## config.mk

```make
export PLATFORM = sky130hd
export DESIGN_NAME = fifo_queue_with_remove_top
export DESIGN_NICKNAME = d
export VERILOG_FILES = /design/src/rtl/fqr_pkg.sv /design/src/rtl/fqr_cell.sv /design/src/rtl/fifo_queue_with_remove_top.sv
export VERILOG_INCLUDE_DIRS = /design/src /design/src/rtl
export SDC_FILE = /design/constraint.sdc
export NUM_CORES = 2
export LEC_CHECK = 0
export BUFFER_PORTS_ARGS = -buffer_cell sky130_fd_sc_hd__buf_4
export CORE_MARGIN = 2
export CORE_UTILIZATION = 35
export CTS_CLUSTER_DIAMETER = 80
export DETAILED_ROUTE_END_ITERATION = 10
export PLACE_DENSITY_LB_ADDON = 0.12
export SLEW_MARGIN = 20
export SYNTH_ARGS = -nofsm -noshare
export SYNTH_HDL_FRONTEND = slang
export SYNTH_SLANG_ARGS = --single-unit
```

## constraint.sdc

```tcl
create_clock -name clk -period 5.4 [get_ports clk]
set_clock_uncertainty 0.2 [all_clocks]
set_input_delay 0.27 -clock clk [delete_from_list [all_inputs] [get_ports clk]]
set_output_delay 0.27 -clock clk [all_outputs]
set_load 0.05 [all_outputs]
```

## src/rtl/fifo_queue_with_remove_top_defines.svh

```systemverilog
// ----------------------------------------------------------------------------
// fifo_queue_with_remove_top_defines
// assertion macros for the queue top rtl
// ----------------------------------------------------------------------------
`ifndef FIFO_QUEUE_WITH_REMOVE_TOP_DEFINES_SVH
`define FIFO_QUEUE_WITH_REMOVE_TOP_DEFINES_SVH

// same-cycle implication, checked out of reset
`define FQR_ASSERT_NOW(label, ante, cons, msg) \
	label: assert property (@(posedge clk) disable iff (!arst_n) (ante) |-> (cons)) \
		else $error(msg);

// next-cycle implication, checked out of reset
`define FQR_ASSERT_NEXT(label, ante, cons, msg) \
	label: assert property (@(posedge clk) disable iff (!arst_n) (ante) |=> (cons)) \
		else $error(msg);

`endif

```

## src/rtl/fqr_pkg.sv

```systemverilog
// ----------------------------------------------------------------------------
// fqr_pkg
// shared constants, command codes and cell control type for the queue
// ----------------------------------------------------------------------------
package fqr_pkg;

	localparam int DEPTH   = 16;
	localparam int DATA_W  = 32;
	localparam int CNT_W   = $clog2(DEPTH + 1);
	localparam int VALUE_W = 32;
	localparam int COUNT_W = 5;
	localparam int CMD_W   = 2;

	localparam logic [CMD_W-1:0] CMD_PUSH   = 2'd0;
	localparam logic [CMD_W-1:0] CMD_POP    = 2'd1;
	localparam logic [CMD_W-1:0] CMD_REMOVE = 2'd2;

	// command broadcast to every cell
	typedef struct packed {
		logic              push;
		logic              pop;
		logic              remove;
		logic [DATA_W-1:0] value;
	} fqr_ctrl_t;

endpackage

```

## src/rtl/fqr_cell.sv

```systemverilog
// ----------------------------------------------------------------------------
// fqr_cell
// one queue slot: holds a word, loads a push, shifts toward the head
// ----------------------------------------------------------------------------
module fqr_cell (
	input  logic                      clk,
	input  logic                      arst_n,
	input  fqr_pkg::fqr_ctrl_t        ctrl,
	input  logic                      left_valid,
	input  logic                      right_valid,
	input  logic [fqr_pkg::DATA_W-1:0] right_data,
	input  logic                      match_in,
	output logic                      match_out,
	output logic                      valid_q,
	output logic [fqr_pkg::DATA_W-1:0] data_q,
	output logic                      valid_d,
	output logic [fqr_pkg::DATA_W-1:0] data_d
);
	import fqr_pkg::*;

	logic hit;
	logic shift;
	logic load;

	assign hit       = valid_q && (data_q == ctrl.value);
	assign match_out = match_in || hit;

	// on a pop every slot, on a remove the slots at and after the first match, move up one place
	assign shift = ctrl.pop || (ctrl.remove && match_out);
	assign load  = ctrl.push && !valid_q && left_valid;

	always_comb begin
		valid_d = valid_q;
		data_d  = data_q;
		if (shift) begin
			valid_d = right_valid;
			data_d  = right_data;
		end else if (load) begin
			valid_d = 1'b1;
			data_d  = ctrl.value;
		end
	end

	always_ff @(posedge clk or negedge arst_n) begin
		if (!arst_n) begin
			valid_q <= 1'b0;
		end else begin
			valid_q <= valid_d;
		end
	end

	always_ff @(posedge clk) begin
		data_q <= data_d;
	end

endmodule

```

## src/rtl/fifo_queue_with_remove_top.sv

```systemverilog
// ----------------------------------------------------------------------------
// fifo_queue_with_remove_top
// bounded fifo of words with push, pop and remove-first-match commands
// ----------------------------------------------------------------------------
// usage:
//   input channel (in_valid / in_stall) carries cmd and value; output channel
//   (out_valid / out_stall) carries one status transaction per command:
//   head word, head valid, entry count, match flag and drop flag.
//   the queue is a row of DEPTH slot cells; slot 0 is the head. a push loads
//   the first empty cell, a pop shifts every cell up by one, and a remove
//   compares all cells at once, then shifts the cells from the first match on.
//   the status is registered and appears in the cycle after the command transaction.
//   throughput: one command per cycle unless a status waits under out_stall;
//   the match search ripples combinationally through the row of cells.
//   in_stall rises only while a finished status waits under out_stall, so a
//   command is taken in the same cycle the pending status leaves.
//   reset clears every slot valid bit and the count and drops any pending
//   status; slot data are not cleared.
// ----------------------------------------------------------------------------
`include "fifo_queue_with_remove_top_defines.svh"

module fifo_queue_with_remove_top (
	input  logic                        clk,
	input  logic                        arst_n,
	input  logic                        in_valid,
	output logic                        in_stall,
	input  logic [fqr_pkg::CMD_W-1:0]   cmd,
	input  logic [fqr_pkg::VALUE_W-1:0] value,
	output logic                        out_valid,
	input  logic                        out_stall,
	output logic [fqr_pkg::VALUE_W-1:0] head_value,
	output logic                        head_valid,
	output logic [fqr_pkg::COUNT_W-1:0] entry_count,
	output logic                        match_removed,
	output logic                        push_dropped
);
	import fqr_pkg::*;

	logic                        accept;
	fqr_ctrl_t                   ctrl;
	logic [DEPTH-1:0]            valid_vec;
	logic [DEPTH-1:0]            valid_nxt;
	logic [DATA_W-1:0]           data_vec [DEPTH];
	logic [DATA_W-1:0]           data_nxt [DEPTH];
	logic [DEPTH:0]              match_chain;
	logic                        found;
	logic                        full;
	logic [CNT_W-1:0]            count_q;
	logic [CNT_W-1:0]            count_d;
	logic                        out_valid_q;

	// a new command goes in unless a status is stuck at the output
	assign in_stall = out_valid_q && out_stall;
	assign accept   = in_valid && !in_stall;

	// command decode, gated by the accept so idle cycles leave cells alone
	assign ctrl.push   = accept && (cmd == CMD_PUSH);
	assign ctrl.pop    = accept && (cmd == CMD_POP);
	assign ctrl.remove = accept && (cmd == CMD_REMOVE);
	assign ctrl.value  = value[DATA_W-1:0];

	assign match_chain[0] = 1'b0;

	// row of slot cells, each talking to its neighbors
	for (genvar i = 0; i < DEPTH; i++) begin : g_cell
		logic              left_v;
		logic              right_v;
		logic [DATA_W-1:0] right_d;

		if (i == 0) begin : g_head
			assign left_v = 1'b1;
		end else begin : g_body
			assign left_v = valid_vec[i-1];
		end

		if (i == DEPTH - 1) begin : g_tail
			assign right_v = 1'b0;
			assign right_d = '0;
		end else begin : g_inner
			assign right_v = valid_vec[i+1];
			assign right_d = data_vec[i+1];
		end

		fqr_cell u_cell (
			.clk         (clk),
			.arst_n      (arst_n),
			.ctrl        (ctrl),
			.left_valid  (left_v),
			.right_valid (right_v),
			.right_data  (right_d),
			.match_in    (match_chain[i]),
			.match_out   (match_chain[i+1]),
			.valid_q     (valid_vec[i]),
			.data_q      (data_vec[i]),
			.valid_d     (valid_nxt[i]),
			.data_d      (data_nxt[i])
		);
	end

	assign found = match_chain[DEPTH];
	assign full  = valid_vec[DEPTH-1];

	// entry count follows the cell activity
	always_comb begin
		count_d = count_q;
		if (ctrl.push && !full) begin
			count_d = count_q + CNT_W'(1);
		end else if ((ctrl.pop && valid_vec[0]) || (ctrl.remove && found)) begin
			count_d = count_q - CNT_W'(1);
		end
	end

	always_ff @(posedge clk or negedge arst_n) begin
		if (!arst_n) begin
			count_q     <= '0;
			out_valid_q <= 1'b0;
		end else begin
			count_q <= count_d;
			if (accept) begin
				out_valid_q <= 1'b1;
			end else if (!out_stall) begin
				out_valid_q <= 1'b0;
			end
		end
	end

	// status register, loaded with the post-command view of the queue
	always_ff @(posedge clk) begin
		if (accept) begin
			head_value    <= valid_nxt[0] ? VALUE_W'(data_nxt[0]) : '0;
			head_valid    <= valid_nxt[0];
			entry_count   <= COUNT_W'(count_d);
			match_removed <= ctrl.remove && found;
			push_dropped  <= ctrl.push && full;
		end
	end

	assign out_valid = out_valid_q;

	// count and slot valid bits must tell the same story
	`FQR_ASSERT_NOW(a_count_matches, 1'b1, $countones(valid_vec) == 32'(count_q), "count disagrees with valid slots")
	// held entries always sit packed from the head
	`FQR_ASSERT_NOW(a_valid_packed, 1'b1, (valid_vec & (valid_vec + DEPTH'(1))) == '0, "gap in queue slots")
	// a remove that hits reports it and shortens the queue
	`FQR_ASSERT_NEXT(a_remove_hit, ctrl.remove && found, match_removed && out_valid && ($countones(valid_vec) + 1 == $countones($past(valid_vec))), "remove hit not reported")
	// a refused push leaves a full queue untouched
	`FQR_ASSERT_NEXT(a_push_drop, ctrl.push && full, push_dropped && valid_vec[DEPTH-1] && (head_value == $past(VALUE_W'(data_vec[0]))), "dropped push disturbed queue")

endmodule

```

==> run_results.csv <==
group,metric,value,unit
outcome,status,"complete, no violations",
grt,antenna_found_initial,1,
logic_synthesis,syn_inst,2442,
logic_synthesis,ys_warn_count,0,
logic_synthesis,async_flop_share,3.833,%
clocking,htreeDepth,3,
finish,drive_gt1_share,24.25,%
clocking,clkSinkCount,574,
logic_synthesis,syn_area,30550,sq um
grt,grt_max_degree,65,
drt,remaining_drc_errors,0,
run,maxCapViolations,0,
logic_synthesis,synth_ff_type,"edfxtp_1",
logic_synthesis,ys_types,64,
finish,final-instance-count-excl-fill,3692,
placed_design,gp_congestion,0.8695,
drt,dr.first_iter.drc_count,1764,
drt,drt_wl_total,104.8,mm
sta,period_share,83.23,%
pwr,peakVddDrop,0.2165,mV
grt,grt_pass1_wl,149.0,mm
clocking,clk_latency,0.63,ns
drt,viasPerCell,5.320,
clocking,path_clk_slew,0.06,ns
pwr,p_leak,11.57,nW
clocking,cts_buffers,71,
hold_path,min_path_type,"in -> reg",
placed_design,io_buffers,79,
drt,wl_per_cell,28.40,microns
clocking,ctsResizeCount,0,
die,row_count,108,
finish,nFillCells,8187,
placed_design,place_hpwl,73.13,mm
critical_path,endpoint_kind,"flop",
die,die_area,89660,sq um
sta,finalHoldViolCount,0,
critical_path,worst_setup_path_start_kind,"input port",
logic_synthesis,synth-seq-cells,574,
die,coreArea,86620,sq um
sta,finalCriticalPeriod,4.495,ns
drt,dr.pass1.iters,7,
critical_path,critPathArrivalTime,4.61,ns
logic_synthesis,synth_enable_flop_cells,488,
sta,finalSetupTns,0,ns
placed_design,dpl.cell_count,3549,
die,pin_count,80,
placed_design,placed_cell_area,32250,sq um
clocking,cts_buffer_depth,3,
sta,maxSlewViolCount,0,
die,die_h,299.4,microns
sta,tightest_slew,1.076,ns
finish,post-route-cell-area,34580,sq um
pwr,pwr_density_cell,342.7,nW/um^2
sta,maxSlewHeadroom,28.28,%
finish,finalNetCount,2519,
logic_synthesis,syn_avg_cell_area,12.51,sq um
grt,grt_pass1_vias,20146,
sta,rsz0062_at_grt,"false",
drt,ant_nets,0,
clocking,cts_tree,"built",
logic_synthesis,syn-num-nets,2482,
grt,grt.overflow.total,0,
clocking,cts-root-buf,"clkbuf_16",
grt,grt_use_total,23.10,%
logic_synthesis,synth_seq_area_share,53.96,%
sta,setup_viol,0,
die,die_w,299.4,microns
critical_path,critPathRequiredTime,5.52,ns
drt,vias,19643,
critical_path,worst-setup-path-type,"in -> reg",
sta,fmax,222.5,MHz
critical_path,critPathMaxFanout,20,
die,start_util,35.27,%
finish,area_growth,13.18,%
## Yosys cell counts (4+ instances only)
| cell type | number | area (sq um) |
|---|---|---|
| buf_2 | 91 | 455.4 |
| buf_1 | 7 | 26.28 |
| inv_1 | 84 | 315.3 |
| xor2_1 | 121 | 1060 |
| xnor2_1 | 356 | 3118 |
| buf_6 | 11 | 123.9 |
| o221ai_1 | 5 | 43.79 |
| o21a_1 | 34 | 255.2 |
| clkbuf_1 | 74 | 277.8 |
| o21ai_0 | 68 | 340.3 |
| nand2b_1 | 17 | 106.4 |
| nand3_1 | 53 | 265.3 |
| mux2_4 | 27 | 405.4 |
| edfxtp_1 | 488 | 14650 |
| nor2_1 | 51 | 191.4 |
| and2_1 | 5 | 31.28 |
| mux2_2 | 308 | 3468 |
| dfrtp_1 | 22 | 550.5 |
| a21oi_1 | 42 | 210.2 |
| o22ai_1 | 8 | 50.05 |
| o2111ai_1 | 6 | 52.55 |
| buf_4 | 13 | 97.59 |
| a31oi_1 | 8 | 50.05 |
| nand2_1 | 157 | 589.3 |
| nand4_1 | 101 | 631.9 |
| dfxtp_1 | 64 | 1281 |
| and3_1 | 4 | 25.02 |
| o211ai_1 | 7 | 52.55 |
| nor3_1 | 21 | 105.1 |
| nor4_1 | 48 | 300.3 |
| mux2_1 | 55 | 619.3 |
| mux2i_1 | 37 | 370.4 |
## layout make-up
cell class	instances	area (sq um)	area share, %
flip-flops and latches	574	16490	47.68
multi-input cells	1587	12880	37.24
clock buffers	87	1887	5.457
well taps	1155	1445	4.180
repair buffers	160	1254	3.626
inverters	85	319.1	0.9228
clock inverters	43	305.3	0.8830
diodes	1	2.502	0.007237
## flip-flops by register name, summed over array words and instances, names as in the netlist
signal	count
head_value	32
count_q	5
entry_count	5
out_valid	1
head_valid	1
match_removed	1
push_dropped	1
g_cell.u_cell.valid_q	16
g_cell.u_cell.data_q	512
## kinds of logic (layout without fill, tap and decap cells)
family | count (synthesis) | count (layout) | share of synthesized area (%)
flip-flops | 574 | 574 | 53.96
AND/OR/NAND/NOR | 478 | 478 | 7.946
XOR/XNOR | 477 | 477 | 13.68
multiplexers | 427 | 427 | 15.92
buffers and inverters | 281 | 375 | 4.255
AO/OA/AOI/OAI | 203 | 203 | 4.157
adder cells (fa/ha/maj) | 2 | 2 | 0.08190
other | 0 | 1 | 0
## metal layers
metal	track usage [%]	routed length [microns]	part of all wire, %
met2	38.22	49950	48
met3	2.631	4570	4.4
met5	0	0	0
met4	8.762	3722	3.6
met1	31.12	46600	44
## critical path, cell delays in order
cell and delay, ns:
dlygate4sd3_1 0.53, buf_4 0.45, buf_4 0.32, inv_1 0.33, o2111a_1 0.38, nand4_1 0.23
nand4_1 0.31, nor4_1 0.90, buf_4 0.28, inv_1 0.07, nor2_1 0.27, o211ai_1 0.22
## what timing repair did
| action | in CTS | in global routing |
|---|---|---|
| hold endpoints to repair | 29 | 0 |
| hold buffers | 12 | 0 |
| setup buffers | 0 | 0 |
## power breakdown
part           total (W)  internal (W)  switching [W]
registers        0.00549       0.00521       0.000279
clock network    0.00455       0.00256        0.00200
logic            0.00181      0.000699        0.00111
total             0.0119       0.00846        0.00339
## final timing paths
check,endpoint,slack (ns),cells past startpoint,startpoint
min in group asynchronous,g_cell[0].u_cell.valid_q,0.50,4,arst_n
worst max-delay path,entry_count[2],0.91,12,value[21]
worst min-delay path,g_cell[15].u_cell.data_q[31],0.03,3,value[31]
max in group asynchronous,g_cell[11].u_cell.valid_q,4.29,4,arst_n
worst max register to register,g_cell[8].u_cell.data_q[25],0.94,11,out_valid
worst min register to register,g_cell[15].u_cell.data_q[11],0.28,2,g_cell[15].u_cell.data_q[11]
## through the flow
step           utilization, %  worst slack, ns  hold WS [ns]  total power (W)
6_report                39.92           0.9054       0.03074          0.01185
5_1_grt                 39.91           0.7140       0.03092          0.01227
4_1_cts                 39.91           0.8811     0.0009883          0.01195
3_5_place_dp            37.23           0.7932       0.04392         0.007377
3_3_place_gp            37.23           0.7501       0.04672         0.007356
2_1_floorplan               -           0.1668       -0.2256         0.006722
## placed cells by master, fill, tap and decap left out, types with 8 or more instances in the layout
cell / n
edfxtp_1: 488
xnor2_1: 356
mux2_2: 308
nand2_1: 155
buf_4: 147
xor2_1: 121
nand4_1: 101
inv_1: 83
clkbuf_16: 71
dfxtp_1: 64
o21ai_0: 61
mux2_1: 55
nand3_1: 53
nor2_1: 51
nor4_1: 45
a21oi_1: 42
mux2i_1: 37
o21a_1: 34
mux2_4: 27
dfrtp_1: 22
nor3_1: 20
nand2b_1: 17
clkinv_1: 15
clkinv_2: 14
clkbuf_1: 11
dlygate4sd3_1: 11
o22ai_1: 8
a31oi_1: 8
No activity file was read; power rests on OpenSTA's default activity.
